$ cat src/rtl/curve_finite_difference_derivs_core_assert.svh
// assertion macros for the derivatives core
`ifndef CURVE_FINITE_DIFFERENCE_DERIVS_CORE_ASSERT_SVH
`define CURVE_FINITE_DIFFERENCE_DERIVS_CORE_ASSERT_SVH

// same-cycle implication on clk, disabled in reset
`define CFD_ASSERT_IMP(lbl, a, b, msg) \
  lbl: assert property (@(posedge clk) disable iff (rst) (a) |-> (b)) else $error(msg);

// next-cycle implication on clk, disabled in reset
`define CFD_ASSERT_NXT(lbl, a, b, msg) \
  lbl: assert property (@(posedge clk) disable iff (rst) (a) |=> (b)) else $error(msg);

`endif

$ cat src/rtl/cfd_pkg.sv
package cfd_pkg;

  localparam int SAMPLES    = 16;
  localparam int MAX_ORDERS = 4;
  localparam int IDX_W      = 4;
  localparam int CNT_W      = $clog2(SAMPLES + 1);
  localparam int ORD_W      = 2;
  localparam int OC_W       = 3;

  // register indexes of the configuration port
  localparam logic [1:0] CFG_ORDER_COUNT  = 2'd0;
  localparam logic [1:0] CFG_CLOSED_CURVE = 2'd1;
  localparam logic [1:0] CFG_INVERSE_STEP = 2'd2;

  typedef logic [31:0] coord_t;
  // element 0 is x, 1 is y, 2 is z
  typedef coord_t [2:0] vec_t;
  typedef vec_t [MAX_ORDERS-1:0] plane_t;

  typedef struct packed {
    logic             rot;
    logic             load;
    logic             wr;
    logic [ORD_W-1:0] wr_plane;
  } cell_ctrl_t;

endpackage

$ cat src/rtl/cfd_cell.sv
module cfd_cell (
  input  logic                clk,
  input  cfd_pkg::cell_ctrl_t ctrl,
  input  cfd_pkg::vec_t       load_vec,
  input  cfd_pkg::vec_t       wr_vec,
  input  cfd_pkg::plane_t     ring_in,
  output cfd_pkg::plane_t     planes
);
  import cfd_pkg::*;

  // one sample: all derivative orders, shifted along the ring
  always_ff @(posedge clk) begin
    if (ctrl.rot) begin
      planes <= ring_in;
    end else begin
      if (ctrl.load) begin
        planes[0] <= load_vec;
      end
      if (ctrl.wr) begin
        planes[ctrl.wr_plane] <= wr_vec;
      end
    end
  end

endmodule

$ cat config.mk
export PLATFORM = sky130hd
export DESIGN_NAME = cfd_cell
export DESIGN_NICKNAME = d
export VERILOG_FILES = /design/src/rtl/curve_finite_difference_derivs_core_assert.svh /design/src/rtl/cfd_pkg.sv /design/src/rtl/cfd_cell.sv
export SDC_FILE = /design/constraint.sdc
export NUM_CORES = 1
export LEC_CHECK = 0
export BUFFER_PORTS_ARGS = -buffer_cell sky130_fd_sc_hd__buf_2
export CORE_AREA = 2 2 377 379
export DETAILED_ROUTE_END_ITERATION = 12
export DIE_AREA = 0 0 379 381
export PLACE_DENSITY = 0.3
export SKIP_LAST_GASP = 1
export SYNTH_ARGS = -nofsm -noshare
export SYNTH_HDL_FRONTEND = slang
export SYNTH_SLANG_ARGS = --single-unit
$ cat constraint.sdc
create_clock -name clk -period 14 [get_ports clk]
set_input_delay 2.8 -clock clk [delete_from_list [all_inputs] [get_ports clk]]
set_output_delay 2.8 -clock clk [all_outputs]
set_load 0.01 [all_outputs]
==> results.json <==
{
  "netlist_area_mm2": 0.0171,
  "yosysWarnings": 0,
  "avgSynthCellArea_um2": 11.4,
  "clkPwrFrac_pct": 41.6,
  "status": "complete, no violations",
  "ant_nets": 0,
  "tightestPinTransition_ps": 1000,
  "fin_cells": 4351,
  "pwr-share-seq_pct": 41.4,
  "switching_share_pct": 29.2,
  "synth_area_leaders": "edfxtp_1 50%, o31ai_1 13%, dfxtp_1 11%",
  "regMostFlops": "planes",
  "mostFrequentLayoutCell": "buf_2",
  "power_switching_mw": 0.986,
  "worstPathRequired_ps": 14240,
  "io_pins": 966,
  "irDropWorstVdd_mv": 0.0787,
  "power_frac_comb_pct": 17.0,
  "grt_pass1_wl_um": 143000,
  "grt_pass1_vias": 17081,
  "die_h_um": 381,
  "area_growth_syn_to_layout_pct": 50.7,
  "drtIter0Drc": 920,
  "grt_max_degree": 100,
  "final-setup-viol-count": 0,
  "start_util_pct": 12.2,
  "path_max_fanout": 51,
  "leakagePower_nw": 10.7,
  "drc": 0,
  "grt_usage_pct": 14.2,
  "cts.sinks": 384,
  "post_cts_resized": 0,
  "finClkSkew_ps": 0,
  "end_kind": "register",
  "clk-insertion-delay-late_ps": 620,
  "fin_ws_ps": 8470,
  "postCtsSetupBuffers": 0,
  "drv_slew": 0,
  "coreArea_mm2": 0.141,
  "timing.fmax_ghz": 0.181,
  "cts_max_level": 2,
  "fin_crit_ps": 5530,
  "routed-via-count": 16478,
  "power.density_mw_per_mm2": 131,
  "drive_above_1_share_pct": 46.0,
  "reg2regPathDepth": 2,
  "yosys.area.top_type_share_pct": 50.4,
  "final.period_utilization_pct": 39.5,
  "path_class": "in2reg",
  "path_clk_slew_ps": 60,
  "cts_buffer_depth": 3,
  "dieArea_mm2": 0.144,
  "ys_ff_latch": 384,
  "clock-root-buffer": "clkbuf_16",
  "pre_cts_ws_ps": 7610,
  "synth_sequential_area_ratio_pct": 61.7,
  "timing.slew.headroom_pct": 33.2,
  "avgRoutedWirePerCell_um": 24.8,
  "synth.distinct_cells": 18,
  "antenna_found_initial": 49,
  "die_x_um": 379,
  "drtPass1Iterations": 5,
  "dp_cells": 4238,
  "max_cap_violations": 0,
  "hold_viol": 0,
  "reg_top3": "planes x384",
  "rsz0062_at_grt": "false",
  "cts_tree": "yes",
  "cts_hold_buffers": 0,
  "worstPathArrival_ps": 5770,
  "dpl.hpwl_um": 82000,
  "syn_nets": 2086,
  "internal-power_mw": 2.39,
  "syn_inst": 1504,
  "largest_reg_flops": 384,
  "row_count": 138,
  "nets": 2985,
  "routabilityCongestion": 0.809,
  "hold_class": "reg2reg",
  "critPathLaunchType": "input port",
  "port_buffers": 965,
  "gr-total-overflow": 0,
  "avgViaCountPerCell": 3.79,
  "numCtsBuffers": 53,
  "final_cell_mix": "962 x buf_2, 384 x nand2_1, 288 x o31ai_1, 288 x edfxtp_1",
  "tns_ps": 0,
  "hold_depth": 2,
  "synth_area_leader_cell": "edfxtp_1",
  "drt_wl_total_um": 108000
}
==> path summary, 6_finish.rpt <==
path | end | start | slack (ps)
worst max-delay path | planes[336]$_DFFE_PP_ | ctrl[0] | 8470
worst min-delay path | planes[75]$_DFF_P_ | planes[75]$_DFF_P_ | 540
worst max register to register | planes[35]$_DFF_P_ | planes[35]$_DFF_P_ | 13220
worst min register to register | planes[75]$_DFF_P_ | planes[75]$_DFF_P_ | 540
==> Yosys cell counts <==
cell type,count
nand2_1,385
edfxtp_1,288
o31ai_1,288
clkbuf_1,117
a21oi_1,96
dfxtp_1,96
mux2i_1,96
o22ai_1,56
o22ai_2,40
buf_2,16
buf_1,12
buf_6,5
o21ai_0,3
nand2b_1,2
inv_1,1
inv_2,1
o31a_1,1
or4b_1,1
==> power by group through the flow <==
stage                     sequential (mW)  clock, mW  combinational [mW]
after global placement               1.42          0               0.592
final                                1.40       1.41               0.573
after CTS                            1.40       1.46               0.588
after global routing                 1.41       1.49               0.622
after detailed placement             1.42          0               0.588
after floorplan                      1.49          0               0.172
==> final cells by class <==
type / instances / area [µm²]
fill: 15976 / 115000
sequential: 384 / 10600
multi-input combinational: 968 / 6010
timing repair buffer: 994 / 5080
tap: 1890 / 2360
clock buffer: 73 / 1520
clock inverter: 24 / 231
antenna: 16 / 40.0
inverter: 2 / 12.5
==> worst max-delay path: stages <==
cell and delay (ps):
buf_2 230, nand2_4 470, o21ai_4 590, buf_4 700, buf_4 710
==> metrics by stage <==
stage / hold slack, ps / area [µm²] / util [%] / power [mW]
floorplan: 560 / 17100 / - / 1.66
global placement: 531 / 24000 / 17.1 / 2.01
detailed placement: 535 / 24000 / 17.1 / 2.01
CTS: 542 / 25800 / 18.3 / 3.44
global route: 556 / 25800 / 18.4 / 3.52
finish: 539 / 25800 / 18.4 / 3.37
==> kinds of logic (layout without fill, tap and decap cells) <==
family / count (synthesis) / after routing / share of synthesized area (%)
AOI/OAI and AO/OA: 484 / 484 / 20.5
other: 0 / 16 / 0
DFF: 384 / 384 / 61.7
muxes: 96 / 96 / 5.61
buffers and inverters: 152 / 1093 / 3.66
and+or+nand+nor: 388 / 388 / 8.56
==> routing by layer <==
metal  routed length (µm)  vias up  part of all wire [%]  GRT usage (%)
li1                     -     7522                     -              -
met4                 2470       40                   2.3           3.20
met5                  230        -                  0.21              0
met2                51800      707                    48           24.3
met1                43200     8054                    40           16.8
met3                10100      155                   9.4           5.16
Note: power is estimated with default switching activity, not from simulation.
