<file path="src/rtl/curve_finite_difference_derivs_core_assert.svh">
// assertion macros for the derivatives core
`ifndef CURVE_FINITE_DIFFERENCE_DERIVS_CORE_ASSERT_SVH
`define CURVE_FINITE_DIFFERENCE_DERIVS_CORE_ASSERT_SVH

// same-cycle implication on clk, disabled in reset
`define CFD_ASSERT_IMP(lbl, a, b, msg) \
  lbl: assert property (@(posedge clk) disable iff (rst) (a) |-> (b)) else $error(msg);

// next-cycle implication on clk, disabled in reset
`define CFD_ASSERT_NXT(lbl, a, b, msg) \
  lbl: assert property (@(posedge clk) disable iff (rst) (a) |=> (b)) else $error(msg);

`endif

</file>
<file path="src/rtl/cfd_pkg.sv">
package cfd_pkg;

  localparam int SAMPLES    = 16;
  localparam int MAX_ORDERS = 4;
  localparam int IDX_W      = 4;
  localparam int CNT_W      = $clog2(SAMPLES + 1);
  localparam int ORD_W      = 2;
  localparam int OC_W       = 3;

  // register indexes of the configuration port
  localparam logic [1:0] CFG_ORDER_COUNT  = 2'd0;
  localparam logic [1:0] CFG_CLOSED_CURVE = 2'd1;
  localparam logic [1:0] CFG_INVERSE_STEP = 2'd2;

  typedef logic [31:0] coord_t;
  // element 0 is x, 1 is y, 2 is z
  typedef coord_t [2:0] vec_t;
  typedef vec_t [MAX_ORDERS-1:0] plane_t;

  typedef struct packed {
    logic             rot;
    logic             load;
    logic             wr;
    logic [ORD_W-1:0] wr_plane;
  } cell_ctrl_t;

endpackage

</file>
<file path="src/rtl/cfd_scale.sv">
module cfd_scale (
  input  logic            clk,
  input  cfd_pkg::coord_t a,
  input  cfd_pkg::coord_t b,
  input  logic            shift17,
  input  logic [31:0]     inverse_step,
  output cfd_pkg::coord_t result,
  output logic            sat
);
  import cfd_pkg::*;

  logic signed [32:0] diff;
  logic [32:0]        mag;
  logic               neg;
  logic               sh1;
  logic [48:0]        hi;
  logic [48:0]        lo;
  logic               neg2;
  logic               sh2;
  logic [49:0]        sum;
  logic [33:0]        r;
  logic               hi_ovf;

  // stage 1: difference and magnitude
  assign diff = {a[31], a} - {b[31], b};
  always_ff @(posedge clk) begin
    neg <= diff[32];
    mag <= diff[32] ? 33'(-diff) : 33'(diff);
    sh1 <= shift17;
  end

  // stage 2: two partial products
  always_ff @(posedge clk) begin
    hi   <= 49'(mag * inverse_step[31:16]);
    lo   <= 49'(mag * inverse_step[15:0]);
    neg2 <= neg;
    sh2  <= sh1;
  end

  // combine, round half away from zero, saturate
  always_comb begin
    hi_ovf = |hi[48:32];
    sum = {2'b00, hi[31:0], 16'h0000} + {1'b0, lo}
        + (sh2 ? 50'h1_0000 : 50'h0_8000);
    r = sh2 ? 34'(sum >> 17) : 34'(sum >> 16);
    if (neg2) begin
      sat    = hi_ovf || (r > 34'h0_8000_0000);
      result = sat ? 32'h8000_0000 : 32'(-r);
    end else begin
      sat    = hi_ovf || (r > 34'h0_7FFF_FFFF);
      result = sat ? 32'h7FFF_FFFF : r[31:0];
    end
  end

endmodule

</file>
<file path="config.mk">
export PLATFORM = sky130hd
export DESIGN_NAME = cfd_scale
export DESIGN_NICKNAME = d
export VERILOG_FILES = /design/src/rtl/curve_finite_difference_derivs_core_assert.svh /design/src/rtl/cfd_pkg.sv /design/src/rtl/cfd_scale.sv
export SDC_FILE = /design/constraint.sdc
export NUM_CORES = 2
export LEC_CHECK = 0
export BUFFER_PORTS_ARGS = -buffer_cell sky130_fd_sc_hd__buf_2
export CORE_ASPECT_RATIO = 1.2
export CORE_MARGIN = 1
export CORE_UTILIZATION = 60
export DETAILED_ROUTE_END_ITERATION = 10
export PLACE_DENSITY = 0.79
export SYNTH_ARGS = -nofsm -noshare
export SYNTH_HDL_FRONTEND = slang
export SYNTH_SLANG_ARGS = --single-unit
</file>
<file path="constraint.sdc">
create_clock -name clk -period 9.6 [get_ports clk]
set_clock_uncertainty 0.15 [all_clocks]
set_input_delay 0.48 -clock clk [delete_from_list [all_inputs] [get_ports clk]]
set_output_delay 0.48 -clock clk [all_outputs]
set_load 0.02 [all_outputs]
</file>
==> out/results.tsv <==
stage	metric	value	unit
synthesis	async_flop_share	0	%
clock_network	clk_pin_slew	0.07	ns
place	dp.cells	5626	
critical_path	critical-path-max-stage-delay	1.19	ns
synthesis	yosysSeqAreaShare	5.83	%
clock_network	htreeDepth	4	
global_route	gr-usage-met2	54.0	%
route	dr.pass1.iters	7	
floorplanning	io_pins	131	
global_route	grt_pass1_wl	175	mm
timing	layout_min_cycle_time	7.99	ns
finish	final_cell_mix	inv_1, fa_1, nand2_1, and2_1, ha_1	
critical_path	path_max_fanout	28	
clock_network	root_buffer	clkbuf_16	
finish	drive_above_1_share	5.42	%
finish	layout_commonest_cell	inv_1	
status	status	complete, no violations	
critical_path	worstSetupEndpointType	register	
place	numPortBuffers	130	
global_route	grt_use_met3	6.08	%
clock_network	cts_inserted_buffers	17	
critical_path	r2r_setup_slack	1.61	ns
route	vias_per_cell	5.78	
critical_path	crit_path_top_delay_cell	dfxtp_1	
timing	max_slew_margin	13.0	%
critical_path	reg2reg_from	mag[12]$_DFF_P_	
place	dp_hpwl	85.7	mm
route	wire_per_inst	19.3	um
clock_network	cts_tree	done	
synthesis	synth_nets	6087	
clock_network	cts_setup_buffers	0	
critical_path	crit_chain	nand2_1 -> fa_1 -> fa_1 -> fa_1 -> inv_1 -> fa_1 -> fa_1 -> inv_1 -> fa_1 -> inv_1 -> ha_1 -> o21ai_0 -> inv_1 -> a2111oi_0 -> nand2_1 -> o211a_1 -> o21bai_1 -> a311oi_1 -> or4_1 -> a31o_2 -> a21oi_1 -> xnor2_1	
clock_network	hold_buffers	1	
timing	worst_slew_pin_slew	1.30	ns
clock_network	cts.sinks	120	
synthesis	synthCells	4785	
clock_network	clock_path_buffers	2	
synthesis	synth_edf_count	0	
route	drc	0	
place	pre_cts_slack	1.68	ns
floorplanning	initial_core_util	61.0	%
critical_path	rr_endpoint	hi[48]$_DFF_P_	
timing	rsz0062_at_grt	no	
global_route	grt_use_total	32.6	%
timing	finalHoldViolCount	0	
timing	fin_ws	1.61	ns
place	gp_congestion	0.927	
timing	fmax	0.125	GHz
route	drt.antenna.violating_nets	0	
floorplanning	design.die.area	0.0697	mm2
timing	fin_tns_setup	0	ns
route	vias	32700	
global_route	grt_pass1_vias	34400	
synthesis	synth_area	0.0412	mm2
critical_path	cp_common_cell	fa_1	
floorplanning	core	0.0675	mm2
global_route	grt_max_degree	57	
worst_hold_path	min-delay-start	sh1$_DFF_P_	
route	drtIter0Drc	2257	
global_route	antenna_found_initial	6	
worst_hold_path	hold_class	reg -> reg	
clock_network	insertion_delay	0.49	ns
critical_path	cp.required	9.88	ns
synthesis	synthFlopType	dfxtp_1	
critical_path	reg2reg_depth	22	
floorplanning	die_h	289	um
run	cap_violations	0	
synthesis	syn_area_per_cell	8.60	um2
critical_path	cp-start-kind	register	
synthesis	synth_seq_cells	120	
finish	finalNetCount	6047	
timing	setup_viol	0	
floorplanning	fp-row-count	104	
critical_path	crit_type	reg -> reg	
worst_hold_path	hold_end	sh2$_DFF_P_	
clock_network	cts_resized	0	
finish	fin_cells	5662	
global_route	gr-max-usage-layer	met2	
finish	syn_to_final_growth	4.52	%
synthesis	synth.distinct_cells	84	
worst_hold_path	whs_path_depth	0	
route	drt-total-wl	109	mm
floorplanning	die_w	241	um
timing	fin_crit_sh	83.2	%
critical_path	arrival	8.26	ns
global_route	met1_usage	38.0	%
synthesis	yosys_warnings	0	
global_route	grt_overflow_total	0	
finish	n_fill_cell	5616	
timing	maxSlewViolCount	0	
## final cells by class
class / count / area [um2] / share of cell area [%]
Multi-Input combinational cell: 3453 / 34200 / 79.5
Inverter: 974 / 3660 / 8.50
Sequential cell: 120 / 2410 / 5.59
Tap cell: 901 / 1130 / 2.62
Timing Repair Buffer: 179 / 1020 / 2.37
Clock buffer: 19 / 433 / 1.01
Clock inverter: 13 / 171 / 0.398
Antenna cell: 3 / 7.51 / 0.0174
## metal layers
layer	up-vias	share of wire [%]
li1	14500	-
met1	16400	36
met2	1421	49
met3	442	7.6
met4	6	7.8
met5	-	0.032
## synthesized netlist by cell type (38+ instances only)
cell | n | share of area [%]
inv_1 | 974 | 8.9
xnor2_1 | 100 | 2.1
o21ai_0 | 86 | 1.0
nand2_1 | 744 | 6.8
a21o_1 | 64 | 1.2
xor2_1 | 80 | 1.7
fa_1 | 866 | 42
nor2_1 | 121 | 1.1
dfxtp_1 | 120 | 5.8
a21oi_1 | 142 | 1.7
clkbuf_1 | 228 | 2.1
and2_1 | 442 | 6.7
ha_1 | 338 | 10
nand3_1 | 38 | 0.46
nor3_1 | 48 | 0.58
## worst max-delay path, delay by kind of cell (launching register included)
family,cells,cell delay (ns)
buf+inv,4,0.24
fa+ha+maj,7,3.35
flops,1,1.19
compound gates,7,1.91
xor+xnor,1,0.12
simple gates,3,0.94
## logic make-up after synthesis
logic type	Yosys count	synth area share, %
and+or+nand+nor	1556	18.3
xor gates and xnor gates	180	3.83
buffers and inverters	1212	11.1
DFF	120	5.83
adders and majority gates	1204	52.4
AOI/OAI and AO/OA	496	8.08
muxes	17	0.441
## stage by stage
step / utilization [%] / cell area, um2 / hold slack [ns]
after global routing: 63.7 / 43000 / 0.190
after detailed placement: 62.8 / 42400 / 0.163
after global placement: 62.8 / 42400 / 0.169
after CTS: 63.7 / 43000 / 0.159
final: 63.7 / 43000 / 0.179
after floorplan: - / 41200 / 0.160
## state kept, by name, summed over array words and instances, names as in the netlist
register	cells
neg	1
sh2	1
mag	33
sh1	1
neg2	1
hi	49
lo	34
## worst max-delay path by stage
stage	start	endpoint	slack [ns]
global route	mag[12]$_DFF_P_	hi[48]$_DFF_P_	1.25
global placement	inverse_step[17]	hi[48]$_DFF_P_	1.69
finish	mag[12]$_DFF_P_	hi[48]$_DFF_P_	1.61
detailed placement	mag[12]$_DFF_P_	hi[48]$_DFF_P_	1.68
floorplan	inverse_step[7]	lo[43]$_DFF_P_	2.72
CTS	mag[12]$_DFF_P_	hi[48]$_DFF_P_	1.63
Power is left out: the tool's default activity adds up to more than one toggle a clock period on the data nets, which glitch-free logic cannot reach.
